**src/design/sprite_frame_sequencer_assert.svh**
```systemverilog
// Assertion macros for the sprite frame sequencer.
`ifndef SPRITE_FRAME_SEQUENCER_ASSERT_SVH
`define SPRITE_FRAME_SEQUENCER_ASSERT_SVH

`ifndef NO_ASSERTIONS

`define SFS_ASSERT_IMP(name, clk, rst, ante, cons) \
  name: assert property (@(posedge clk) disable iff (rst) (ante) |-> (cons)) \
    else $error("sfs assertion failed");

`define SFS_ASSERT_NXT(name, clk, rst, ante, cons) \
  name: assert property (@(posedge clk) disable iff (rst) (ante) |=> (cons)) \
    else $error("sfs assertion failed");

`else

`define SFS_ASSERT_IMP(name, clk, rst, ante, cons)

`define SFS_ASSERT_NXT(name, clk, rst, ante, cons)

`endif

`endif

```
**src/design/sfs_pkg.sv**
```systemverilog
`timescale 1ns / 1ps

package sfs_pkg;

  localparam int CMD_W      = 3;
  localparam int TIME_W     = 32;
  localparam int FRAME_W    = 16;
  localparam int GEOM_W     = 13;
  localparam int AREA_W     = 2 * GEOM_W;
  localparam int MUL_W      = GEOM_W + FRAME_W;
  localparam int COORD_W    = 24;
  localparam int CD_W       = 34;
  localparam int STATUS_W   = 2;
  localparam int LIST_POS_W = 6;
  localparam int CFG_IDX_W  = 3;
  localparam int CFG_DATA_W = 32;
  localparam int DIV_CNT_W  = $clog2(FRAME_W + 1);

  localparam int MAX_LIST_DEFAULT = 64;

  localparam logic [GEOM_W-1:0] GEOM_RESET  = GEOM_W'(1);
  localparam logic [TIME_W-1:0] DELAY_RESET = TIME_W'(26214);

  typedef enum logic [CMD_W-1:0] {
    CMD_TICK   = 3'd0,
    CMD_CLEAR  = 3'd1,
    CMD_APPEND = 3'd2,
    CMD_START  = 3'd3,
    CMD_STOP   = 3'd4,
    CMD_RESUME = 3'd5
  } cmd_t;

  typedef enum logic [STATUS_W-1:0] {
    ST_OK      = 2'd0,
    ST_REFUSED = 2'd1,
    ST_RANGE   = 2'd2,
    ST_FULL    = 2'd3
  } status_t;

  localparam logic [CFG_IDX_W-1:0] REG_COLUMNS = 3'd0;
  localparam logic [CFG_IDX_W-1:0] REG_ROWS    = 3'd1;
  localparam logic [CFG_IDX_W-1:0] REG_WIDTH   = 3'd2;
  localparam logic [CFG_IDX_W-1:0] REG_HEIGHT  = 3'd3;
  localparam logic [CFG_IDX_W-1:0] REG_DELAY   = 3'd4;

  typedef struct packed {
    logic               start;
    logic [FRAME_W-1:0] dividend;
    logic [GEOM_W-1:0]  divisor;
  } sfs_div_req_t;

  typedef struct packed {
    logic               done;
    logic [FRAME_W-1:0] quotient;
    logic [GEOM_W-1:0]  remainder;
  } sfs_div_resp_t;

endpackage

```
**src/design/sfs_cmd_if.sv**
```systemverilog
`timescale 1ns / 1ps

interface sfs_cmd_if import sfs_pkg::*; ();
  logic               valid;
  logic               ready;
  logic [CMD_W-1:0]   command;
  logic [TIME_W-1:0]  time_step;
  logic [FRAME_W-1:0] frame_number;
  logic               once_mode;

  modport source (output valid, command, time_step, frame_number, once_mode,
                  input ready);
  modport sink   (input valid, command, time_step, frame_number, once_mode,
                  output ready);
endinterface

```
**src/design/sfs_res_if.sv**
```systemverilog
`timescale 1ns / 1ps

interface sfs_res_if import sfs_pkg::*; ();
  logic                  valid;
  logic                  ready;
  logic [STATUS_W-1:0]   status;
  logic                  is_playing;
  logic [LIST_POS_W-1:0] list_position;
  logic [FRAME_W-1:0]    current_frame;
  logic [COORD_W-1:0]    source_x;
  logic [COORD_W-1:0]    source_y;
  logic                  frame_valid;

  modport source (output valid, status, is_playing, list_position, current_frame,
                  source_x, source_y, frame_valid, input ready);
  modport sink   (input valid, status, is_playing, list_position, current_frame,
                  source_x, source_y, frame_valid, output ready);
endinterface

```
**src/design/sprite_frame_sequencer.sv**
```systemverilog
// Sprite-sheet animation sequencer. Each command transaction on cmd (tick, clear,
// append, start, stop, resume) yields exactly one result transaction on res with
// the status, play state, list position and the current frame's pixel origin in
// the sheet. Most of the work of a transaction, from acceptance until its result is
// offered, is the 16-step serial divider that splits the frame index
// into column and row, followed by two passes through one shared multiplier.
// cmd.ready is low while a transaction is in work; a finished result waits in the
// output register, so the next command can be taken before it is collected.
// Registers are written via cfg_write/cfg_index/cfg_data only while idle, a rule
// for the user, not enforced by the block; a zero frame delay write is ignored.
`timescale 1ns / 1ps

`include "sprite_frame_sequencer_assert.svh"

module sprite_frame_sequencer import sfs_pkg::*; #(
  parameter int MAX_LIST = MAX_LIST_DEFAULT
) (
  input  logic                  clk,
  input  logic                  rst,
  input  logic                  cfg_write,
  input  logic [CFG_IDX_W-1:0]  cfg_index,
  input  logic [CFG_DATA_W-1:0] cfg_data,
  sfs_cmd_if.sink               cmd,
  sfs_res_if.source             res
);

  localparam int LW = $clog2(MAX_LIST + 1);
  localparam int PW = (MAX_LIST > 1) ? $clog2(MAX_LIST) : 1;

  typedef enum logic [3:0] {
    S_IDLE,
    S_EXEC,
    S_TICK,
    S_READ,
    S_DIVGO,
    S_DIVWAIT,
    S_MULX,
    S_MULY,
    S_OUT
  } state_t;

  state_t state;

  logic [GEOM_W-1:0] sheet_columns;
  logic [GEOM_W-1:0] sheet_rows;
  logic [GEOM_W-1:0] frame_width;
  logic [GEOM_W-1:0] frame_height;
  logic [TIME_W-1:0] frame_period;
  logic [AREA_W-1:0] sheet_area;

  logic [FRAME_W-1:0] frame_list [MAX_LIST];
  logic [FRAME_W-1:0] rd_frame;

  logic [LW-1:0]     list_length;
  logic [PW-1:0]     play_position;
  logic [CD_W-1:0]   countdown;
  logic              playing;
  logic              once;

  logic [CMD_W-1:0]   cur_command;
  logic [TIME_W-1:0]  cur_time_step;
  logic [FRAME_W-1:0] cur_frame_number;
  logic               cur_once;
  logic               tick_live;
  logic               frame_ok;
  status_t            status;
  logic [COORD_W-1:0] src_x;
  logic [MUL_W-1:0]   mul_res;

  logic [LW-1:0]      pos_ext;
  logic               cd_nonpos;
  logic               area_hit;
  logic               list_full;
  logic               append_ok;
  logic [CD_W+1:0]    cd_sub;
  logic               cd_sat;
  logic [GEOM_W-1:0]  mul_a;
  logic [FRAME_W-1:0] mul_b;
  logic [MUL_W-1:0]   mul_prod;

  sfs_div_req_t  div_req;
  sfs_div_resp_t div_resp;

  sfs_divider u_div (
    .clk  (clk),
    .rst  (rst),
    .req  (div_req),
    .resp (div_resp)
  );

  assign cmd.ready = (state == S_IDLE);

  assign pos_ext   = LW'(play_position);
  assign cd_nonpos = countdown[CD_W-1] || (countdown == '0);
  assign area_hit  = AREA_W'(cur_frame_number) >= sheet_area;
  assign list_full = list_length >= LW'(MAX_LIST);
  assign append_ok = (state == S_EXEC) && (cur_command == CMD_APPEND) &&
                     !area_hit && !list_full;

  // countdown - time_step, saturating at the most negative value
  assign cd_sub = {countdown[CD_W-1], countdown[CD_W-1], countdown} -
                  (CD_W + 2)'(cur_time_step);
  assign cd_sat = cd_sub[CD_W+1] && !(cd_sub[CD_W] && cd_sub[CD_W-1]);

  assign div_req.start    = (state == S_DIVGO);
  assign div_req.dividend = frame_ok ? rd_frame : '0;
  assign div_req.divisor  = (sheet_columns == '0) ? GEOM_W'(1) : sheet_columns;

  assign mul_a    = (state == S_MULX) ? frame_width : frame_height;
  assign mul_b    = (state == S_MULX) ? FRAME_W'(div_resp.remainder) : div_resp.quotient;
  assign mul_prod = MUL_W'(mul_a) * MUL_W'(mul_b);

  always_ff @(posedge clk) begin
    if (rst) begin
      sheet_columns <= GEOM_RESET;
      sheet_rows    <= GEOM_RESET;
      frame_width   <= GEOM_RESET;
      frame_height  <= GEOM_RESET;
      frame_period  <= DELAY_RESET;
    end else if (cfg_write) begin
      unique case (cfg_index)
        REG_COLUMNS: sheet_columns <= cfg_data[GEOM_W-1:0];
        REG_ROWS:    sheet_rows    <= cfg_data[GEOM_W-1:0];
        REG_WIDTH:   frame_width   <= cfg_data[GEOM_W-1:0];
        REG_HEIGHT:  frame_height  <= cfg_data[GEOM_W-1:0];
        REG_DELAY: begin
          if (cfg_data[TIME_W-1:0] != '0) frame_period <= cfg_data[TIME_W-1:0];
        end
        default: ;
      endcase
    end
  end

  always_ff @(posedge clk) begin
    sheet_area <= AREA_W'(sheet_columns) * AREA_W'(sheet_rows);
  end

  always_ff @(posedge clk) begin
    if (append_ok) frame_list[list_length[PW-1:0]] <= cur_frame_number;
    if (state == S_READ) rd_frame <= frame_list[play_position];
  end

  always_ff @(posedge clk) begin
    if (rst) begin
      state         <= S_IDLE;
      list_length   <= '0;
      play_position <= '0;
      countdown     <= '0;
      playing       <= 1'b0;
      once          <= 1'b0;
      tick_live     <= 1'b0;
      frame_ok      <= 1'b0;
      status        <= ST_OK;
      res.valid     <= 1'b0;
    end else begin
      if (res.valid && res.ready && state != S_OUT) res.valid <= 1'b0;
      unique case (state)
        S_IDLE: begin
          if (cmd.valid) begin
            cur_command      <= cmd.command;
            cur_time_step    <= cmd.time_step;
            cur_frame_number <= cmd.frame_number;
            cur_once         <= cmd.once_mode;
            state            <= S_EXEC;
          end
        end
        S_EXEC: begin
          status    <= ST_OK;
          tick_live <= (cur_command == CMD_TICK) && playing;
          unique case (cur_command)
            CMD_TICK: begin
              if (playing && cd_nonpos) begin
                if (list_length != '0 && (pos_ext + LW'(1)) < list_length) begin
                  play_position <= play_position + PW'(1);
                end else if (once) begin
                  playing <= 1'b0;
                end else begin
                  play_position <= '0;
                end
                countdown <= countdown + CD_W'(frame_period);
              end
            end
            CMD_CLEAR: begin
              list_length   <= '0;
              play_position <= '0;
              countdown     <= CD_W'(frame_period);
              playing       <= 1'b0;
            end
            CMD_APPEND: begin
              if (area_hit) status <= ST_RANGE;
              else if (list_full) status <= ST_FULL;
              else list_length <= list_length + LW'(1);
            end
            CMD_START: begin
              if (list_length == '0 || playing) begin
                status <= ST_REFUSED;
              end else begin
                play_position <= '0;
                countdown     <= CD_W'(frame_period);
                playing       <= 1'b1;
                once          <= cur_once;
              end
            end
            CMD_STOP: begin
              if (!playing) status <= ST_REFUSED;
              else playing <= 1'b0;
            end
            CMD_RESUME: begin
              if (list_length == '0) status <= ST_REFUSED;
              else playing <= 1'b1;
            end
            default: status <= ST_REFUSED;
          endcase
          state <= S_TICK;
        end
        S_TICK: begin
          if (tick_live) begin
            countdown <= cd_sat ? {1'b1, {(CD_W-1){1'b0}}} : cd_sub[CD_W-1:0];
          end
          state <= S_READ;
        end
        S_READ: begin
          frame_ok <= (list_length != '0) && (pos_ext < list_length);
          state    <= S_DIVGO;
        end
        S_DIVGO: state <= S_DIVWAIT;
        S_DIVWAIT: begin
          if (div_resp.done) state <= S_MULX;
        end
        S_MULX: begin
          mul_res <= mul_prod;
          state   <= S_MULY;
        end
        S_MULY: begin
          src_x   <= mul_res[COORD_W-1:0];
          mul_res <= mul_prod;
          state   <= S_OUT;
        end
        S_OUT: begin
          if (!res.valid || res.ready) begin
            res.valid         <= 1'b1;
            res.status        <= status;
            res.is_playing    <= playing;
            res.list_position <= LIST_POS_W'(play_position);
            res.current_frame <= frame_ok ? rd_frame : '0;
            res.source_x      <= src_x;
            res.source_y      <= mul_res[COORD_W-1:0];
            res.frame_valid   <= frame_ok;
            state             <= S_IDLE;
          end
        end
        default: state <= S_IDLE;
      endcase
    end
  end

  `SFS_ASSERT_IMP(a_pos_in_list, clk, rst, list_length != '0, pos_ext < list_length)
  `SFS_ASSERT_IMP(a_play_needs_list, clk, rst, playing, list_length != '0)
  `SFS_ASSERT_IMP(a_div_done_wait, clk, rst, div_resp.done, state == S_DIVWAIT)
  `SFS_ASSERT_NXT(a_append_grows, clk, rst, append_ok, list_length == $past(list_length) + LW'(1))

endmodule

```
**src/design/sfs_divider.sv**
```systemverilog
`timescale 1ns / 1ps

// Restoring divider, one quotient bit per cycle.
module sfs_divider import sfs_pkg::*; (
  input  logic          clk,
  input  logic          rst,
  input  sfs_div_req_t  req,
  output sfs_div_resp_t resp
);

  logic                 busy;
  logic                 done;
  logic [DIV_CNT_W-1:0] cnt;
  logic [FRAME_W-1:0]   quo;
  logic [GEOM_W-1:0]    rem;
  logic [GEOM_W-1:0]    dvs;
  logic [GEOM_W:0]      shifted;
  logic [GEOM_W:0]      diff;
  logic                 take;

  assign shifted = {rem, quo[FRAME_W-1]};
  assign take    = shifted >= {1'b0, dvs};
  assign diff    = shifted - {1'b0, dvs};

  always_ff @(posedge clk) begin
    if (rst) begin
      busy <= 1'b0;
      done <= 1'b0;
      cnt  <= '0;
    end else begin
      done <= 1'b0;
      if (req.start) begin
        busy <= 1'b1;
        cnt  <= DIV_CNT_W'(FRAME_W);
        quo  <= req.dividend;
        rem  <= '0;
        dvs  <= req.divisor;
      end else if (busy) begin
        rem <= take ? diff[GEOM_W-1:0] : shifted[GEOM_W-1:0];
        quo <= {quo[FRAME_W-2:0], take};
        cnt <= cnt - DIV_CNT_W'(1);
        if (cnt == DIV_CNT_W'(1)) begin
          busy <= 1'b0;
          done <= 1'b1;
        end
      end
    end
  end

  assign resp.done      = done;
  assign resp.quotient  = quo;
  assign resp.remainder = rem;

endmodule
```
**src/flat_wrapper.sv**
```systemverilog
// flat-port wrapper written by rule: the top's interface ports become plain ports
module sprite_frame_sequencer_flat import sfs_pkg::*;
#(
  parameter int MAX_LIST = MAX_LIST_DEFAULT
)
  (clk, rst, cfg_write, cfg_index, cfg_data, cmd_valid, cmd_command, cmd_time_step, cmd_frame_number, cmd_once_mode, cmd_ready, res_valid, res_status, res_is_playing, res_list_position, res_current_frame, res_source_x, res_source_y, res_frame_valid, res_ready);
  sfs_cmd_if cmd_i ();
  sfs_res_if res_i ();
  input  logic clk;
  input  logic rst;
  input  logic cfg_write;
  input  logic [CFG_IDX_W-1:0] cfg_index;
  input  logic [CFG_DATA_W-1:0] cfg_data;
  input wire logic [$bits(cmd_i.valid)-1:0] cmd_valid;
  input wire logic [$bits(cmd_i.command)-1:0] cmd_command;
  input wire logic [$bits(cmd_i.time_step)-1:0] cmd_time_step;
  input wire logic [$bits(cmd_i.frame_number)-1:0] cmd_frame_number;
  input wire logic [$bits(cmd_i.once_mode)-1:0] cmd_once_mode;
  output wire logic [$bits(cmd_i.ready)-1:0] cmd_ready;
  output wire logic [$bits(res_i.valid)-1:0] res_valid;
  output wire logic [$bits(res_i.status)-1:0] res_status;
  output wire logic [$bits(res_i.is_playing)-1:0] res_is_playing;
  output wire logic [$bits(res_i.list_position)-1:0] res_list_position;
  output wire logic [$bits(res_i.current_frame)-1:0] res_current_frame;
  output wire logic [$bits(res_i.source_x)-1:0] res_source_x;
  output wire logic [$bits(res_i.source_y)-1:0] res_source_y;
  output wire logic [$bits(res_i.frame_valid)-1:0] res_frame_valid;
  input wire logic [$bits(res_i.ready)-1:0] res_ready;
  assign cmd_i.valid = cmd_valid;
  assign cmd_i.command = cmd_command;
  assign cmd_i.time_step = cmd_time_step;
  assign cmd_i.frame_number = cmd_frame_number;
  assign cmd_i.once_mode = cmd_once_mode;
  assign cmd_ready = cmd_i.ready;
  assign res_valid = res_i.valid;
  assign res_status = res_i.status;
  assign res_is_playing = res_i.is_playing;
  assign res_list_position = res_i.list_position;
  assign res_current_frame = res_i.current_frame;
  assign res_source_x = res_i.source_x;
  assign res_source_y = res_i.source_y;
  assign res_frame_valid = res_i.frame_valid;
  assign res_i.ready = res_ready;
  sprite_frame_sequencer #(.MAX_LIST(MAX_LIST)) u_core (.clk(clk), .rst(rst), .cfg_write(cfg_write), .cfg_index(cfg_index), .cfg_data(cfg_data), .cmd(cmd_i), .res(res_i));
endmodule
```
**config.mk**
```make
export PLATFORM = sky130hd
export DESIGN_NAME = sprite_frame_sequencer_flat
export DESIGN_NICKNAME = d
export VERILOG_FILES = /design/src/design/sfs_pkg.sv /design/src/design/sfs_cmd_if.sv /design/src/design/sfs_res_if.sv /design/src/design/sprite_frame_sequencer.sv /design/src/design/sfs_divider.sv /design/src/flat_wrapper.sv
export VERILOG_INCLUDE_DIRS = /design/src /design/src/design
export SDC_FILE = /design/constraint.sdc
export NUM_CORES = 2
export LEC_CHECK = 0
export ABC_AREA = 1
export BUFFER_PORTS_ARGS = -buffer_cell sky130_fd_sc_hd__buf_2
export CORE_UTILIZATION = 35
export DETAILED_ROUTE_END_ITERATION = 6
export HOLD_SLACK_MARGIN = 0.02
export MAX_ROUTING_LAYER = met4
export PLACE_DENSITY_LB_ADDON = 0.25
export SLEW_MARGIN = 20
export SYNTH_ARGS = -nofsm -noshare
export SYNTH_HDL_FRONTEND = slang
export SYNTH_HIERARCHICAL = 1
export SYNTH_SLANG_ARGS = --single-unit
```
**constraint.sdc**
```tcl
create_clock -name clk -period 7.1 [get_ports clk]
set_input_delay 0.71 -clock clk [delete_from_list [all_inputs] [get_ports clk]]
set_output_delay 0.71 -clock clk [all_outputs]
set_load 0.05 [all_outputs]
```
==> flow_summary.ini <==
[outcome]
violations = antenna violations
status = finished, violations left

[layout]
final_common_cell = edfxtp_1
drive_gt1_frac = 0.08347
finalNetCount = 7992
syn_to_final_growth_pct = 12.59
fin_area_um2 = 82800
final_cell_mix = 1256 x edfxtp_1, 1169 x nor2_1, 1051 x nand2_1, 853 x inv_1, 787 x o21ai_0

[power]
p_sw_mw = 4.965
p_clk_frac = 0.414
cellPowerDensity_nw_per_um2 = 232.6
p_leak_nw = 33.06
swShare = 0.2578
pwr-share-seq = 0.487
ir_worst_vdd_mv = 0.2578
cell_internal_pwr_mw = 14.29
combPwrFrac = 0.099
power_mw = 19.26

[synth]
synthCells = 7258
ys_types = 59
synth-edff-count = 1256
ys.flop_type = edfxtp_1
seq_area_frac_synth = 0.5605
ys_warn_count = 6
syn-mean-instance-area_um2 = 10.13
synth_seq_cells = 1431
synth-async-reset-ratio = 0
syn-num-nets = 7853
netlist_area_um2 = 73530

[sta]
hold_viol = 0
finalSetupTns_ns = 0
setup_violations = 0
worstMarginPinSlew_ns = 1.063
finalClockSkew_ns = 0.06051
fin_crit_sh = 0.9333
relSlewSlack = 0.2905
grt_setup_unrepaired = no
drv_slew = 0
max_freq_mhz = 150.9
period_needed_ns = 6.626

[detailed_routing]
totalWireLength_mm = 229.6
route.detailed.drc = 0
drtAntennaViolNets = 1
drt-initial-drc-count = 4847
num_vias = 53390
firstDrtPassIters = 6
vias_per_cell = 5.173
avgRoutedWirePerCell_um = 22.24

[clocking]
clk_latency_ns = 0.81
cts.sinks = 1431
cts_buffer_depth = 3
cts_setup_buffers = 0
cts-root-buf = clkbuf_16
numCtsBuffers = 158
clk_pin_slew_ns = 0.06
cts_tree = done
htree_levels = 4

[floorplanning]
die_area_um2 = 211900
std_cell_rows = 167
io_pins = 168
initial_core_util = 0.3537
die_h_um = 460.4
die_w_um = 460.4
placeableCoreArea_um2 = 207900

[placed_design]
placed_cell_area_um2 = 77730
gp_congestion = 0.9240
dp_hpwl_mm = 154.2
port_buffers = 167

[worst_hold_path]
hp-class = input pin to flop
hold_start = cmd_time_step[11]

[worst_setup_path]
timing.rr.end = u_core/mul_res[22]
crit_end = u_core/mul_res[22]
cp.required_ns = 7.66
end_kind = flop
reg2reg_from = u_core/state[0]
critical_path_class = flop to flop
reg2reg_depth = 20
worstPathMaxFanout = 13
cp-startpoint = u_core/state[0]
r2r_setup_slack_ns = 0.47
worstPathArrival_ns = 7.18
start_kind = flop

[global_routing]
grt_max_degree = 146
grt_pass1_wl_mm = 339.8
antenna_found_initial = 9
globalRoute.totalOverflow = 0
grt_usage = 0.2205
grt_pass1_vias = 51590

[job]
cap_violations = 0
## per-layer routing
metal | up-vias | GRT usage | share of wire
met4 | 0 | 0.05958 | 0.026
li1 | 24850 | - | -
met1 | 26500 | 0.2987 | 0.45
met5 | - | - | 0
met3 | 284 | 0.03058 | 0.063
met2 | 1758 | 0.3457 | 0.47
## cells by family after synthesis
kind of cell               Yosys count  share of synthesized area
xor gates and xnor gates            86                    0.01024
DFF                               1431                     0.5605
and+or+nand+nor                   2584                     0.1427
adders and majority gates          503                     0.1132
muxes                                3                  0.0004084
buffers and inverters             1213                    0.06355
AOI/OAI and AO/OA                 1438                     0.1094
## Yosys cell counts, types with 17 or more instances
| cell type | instances | area share |
|---|---|---|
| o21bai_1 | 30 | 0.0031 |
| nor2_2 | 18 | 0.0015 |
| nor4_1 | 19 | 0.0016 |
| ha_1 | 233 | 0.040 |
| xnor2_1 | 26 | 0.0031 |
| clkbuf_1 | 275 | 0.014 |
| buf_2 | 47 | 0.0032 |
| xor2_1 | 60 | 0.0071 |
| nor3_1 | 26 | 0.0018 |
| o211ai_1 | 51 | 0.0052 |
| o22ai_1 | 263 | 0.022 |
| edfxtp_1 | 1256 | 0.51 |
| nand2_1 | 1051 | 0.054 |
| o21ai_0 | 788 | 0.054 |
| a21oi_1 | 186 | 0.013 |
| inv_1 | 856 | 0.044 |
| nand3_1 | 204 | 0.014 |
| fa_1 | 270 | 0.074 |
| nor2_1 | 1171 | 0.060 |
| nand4_1 | 44 | 0.0037 |
| o221ai_1 | 36 | 0.0043 |
| o21ai_1 | 26 | 0.0018 |
| o21ai_2 | 17 | 0.0020 |
| dfxtp_1 | 175 | 0.048 |
## sequential cells by signal, summed over array words and instances, names as in the netlist, 16 cells and up
signal and cells:
u_core/rd_frame 16, u_core/cur_frame_number 16, u_core/cur_time_step 32, u_core/res.current_frame 16, u_core/res.source_y 24, u_core/countdown 34, u_core/frame_list 1024, u_core/sheet_area 26
u_core/res.source_x 24, u_core/frame_period 32, u_core/u_div/quo 16, u_core/mul_res 24, u_core/src_x 24
## critical path, cell delays in order (launching register included)
cell      delay [ns]
dfxtp_1         0.42
nor2_2          0.08
nand2_2         0.30
inv_2           0.21
o21bai_1        0.57
clkinv_1        0.51
nand2_1         0.20
fa_1            0.46
fa_1            0.42
inv_1           0.08
fa_1            0.44
fa_1            0.54
inv_1           0.05
fa_1            0.54
inv_1           0.05
ha_1            0.36
nand2_1         0.15
nor4_1          0.57
nand4_1         0.20
nand3_1         0.15
xor2_1          0.07
## power groups by stage
| stage | Sequential, mW | Clock (mW) | Combinational [mW] |
|---|---|---|---|
| after detailed placement | 9.55 | 0 | 1.90 |
| final | 9.37 | 7.97 | 1.91 |
| after CTS | 9.37 | 8.12 | 1.92 |
| after floorplan | 9.51 | 0 | 1.18 |
| after global placement | 9.55 | 0 | 1.89 |
| after global routing | 9.37 | 8.43 | 2.12 |
## final cells by class
cell class                 instances  area [um^2]
tap                             2788         3488
antenna                           10        25.02
sequential                      1431        41230
clock buffer                     211         4184
clock inverter                    76        832.0
timing repair buffer             317         2042
multi-input combinational       4614        27690
fill                           20350       125100
inverter                         875         3301
## metrics by stage
| stage | hold slack, ns | instances | util | setup slack (ns) |
|---|---|---|---|---|
| after floorplan | 0.4003 | 7258 | - | 0.1362 |
| after global placement | 0.4016 | 10020 | 0.3738 | 0.3772 |
| after detailed placement | 0.4056 | 10020 | 0.3739 | 0.4048 |
| after CTS | 0.03178 | 10310 | 0.3981 | 0.3713 |
| after global routing | 0.04883 | 10310 | 0.3981 | 0.04560 |
| final | 0.08127 | 10320 | 0.3982 | 0.4738 |
## repair_timing
item / in CTS / in global routing
hold buffers: 2 / 0
gates resized for setup: 0 / 4
setup endpoints to repair: 0 / 1
endpoints found under the hold margin: 2 / 0
## worst min-delay path by stage
stage / to / depth (start not counted) / slack [ns]
final: u_core/cur_time_step[11] / 1 / 0.08
after global routing: u_core/cur_time_step[14] / 1 / 0.05
after CTS: u_core/cur_time_step[11] / 1 / 0.03
after detailed placement: u_core/res.source_x[14] / 0 / 0.41
after global placement: u_core/res.source_x[6] / 0 / 0.40
after floorplan: u_core/res.source_x[0] / 0 / 0.40
(Power assumes the default switching activity.)
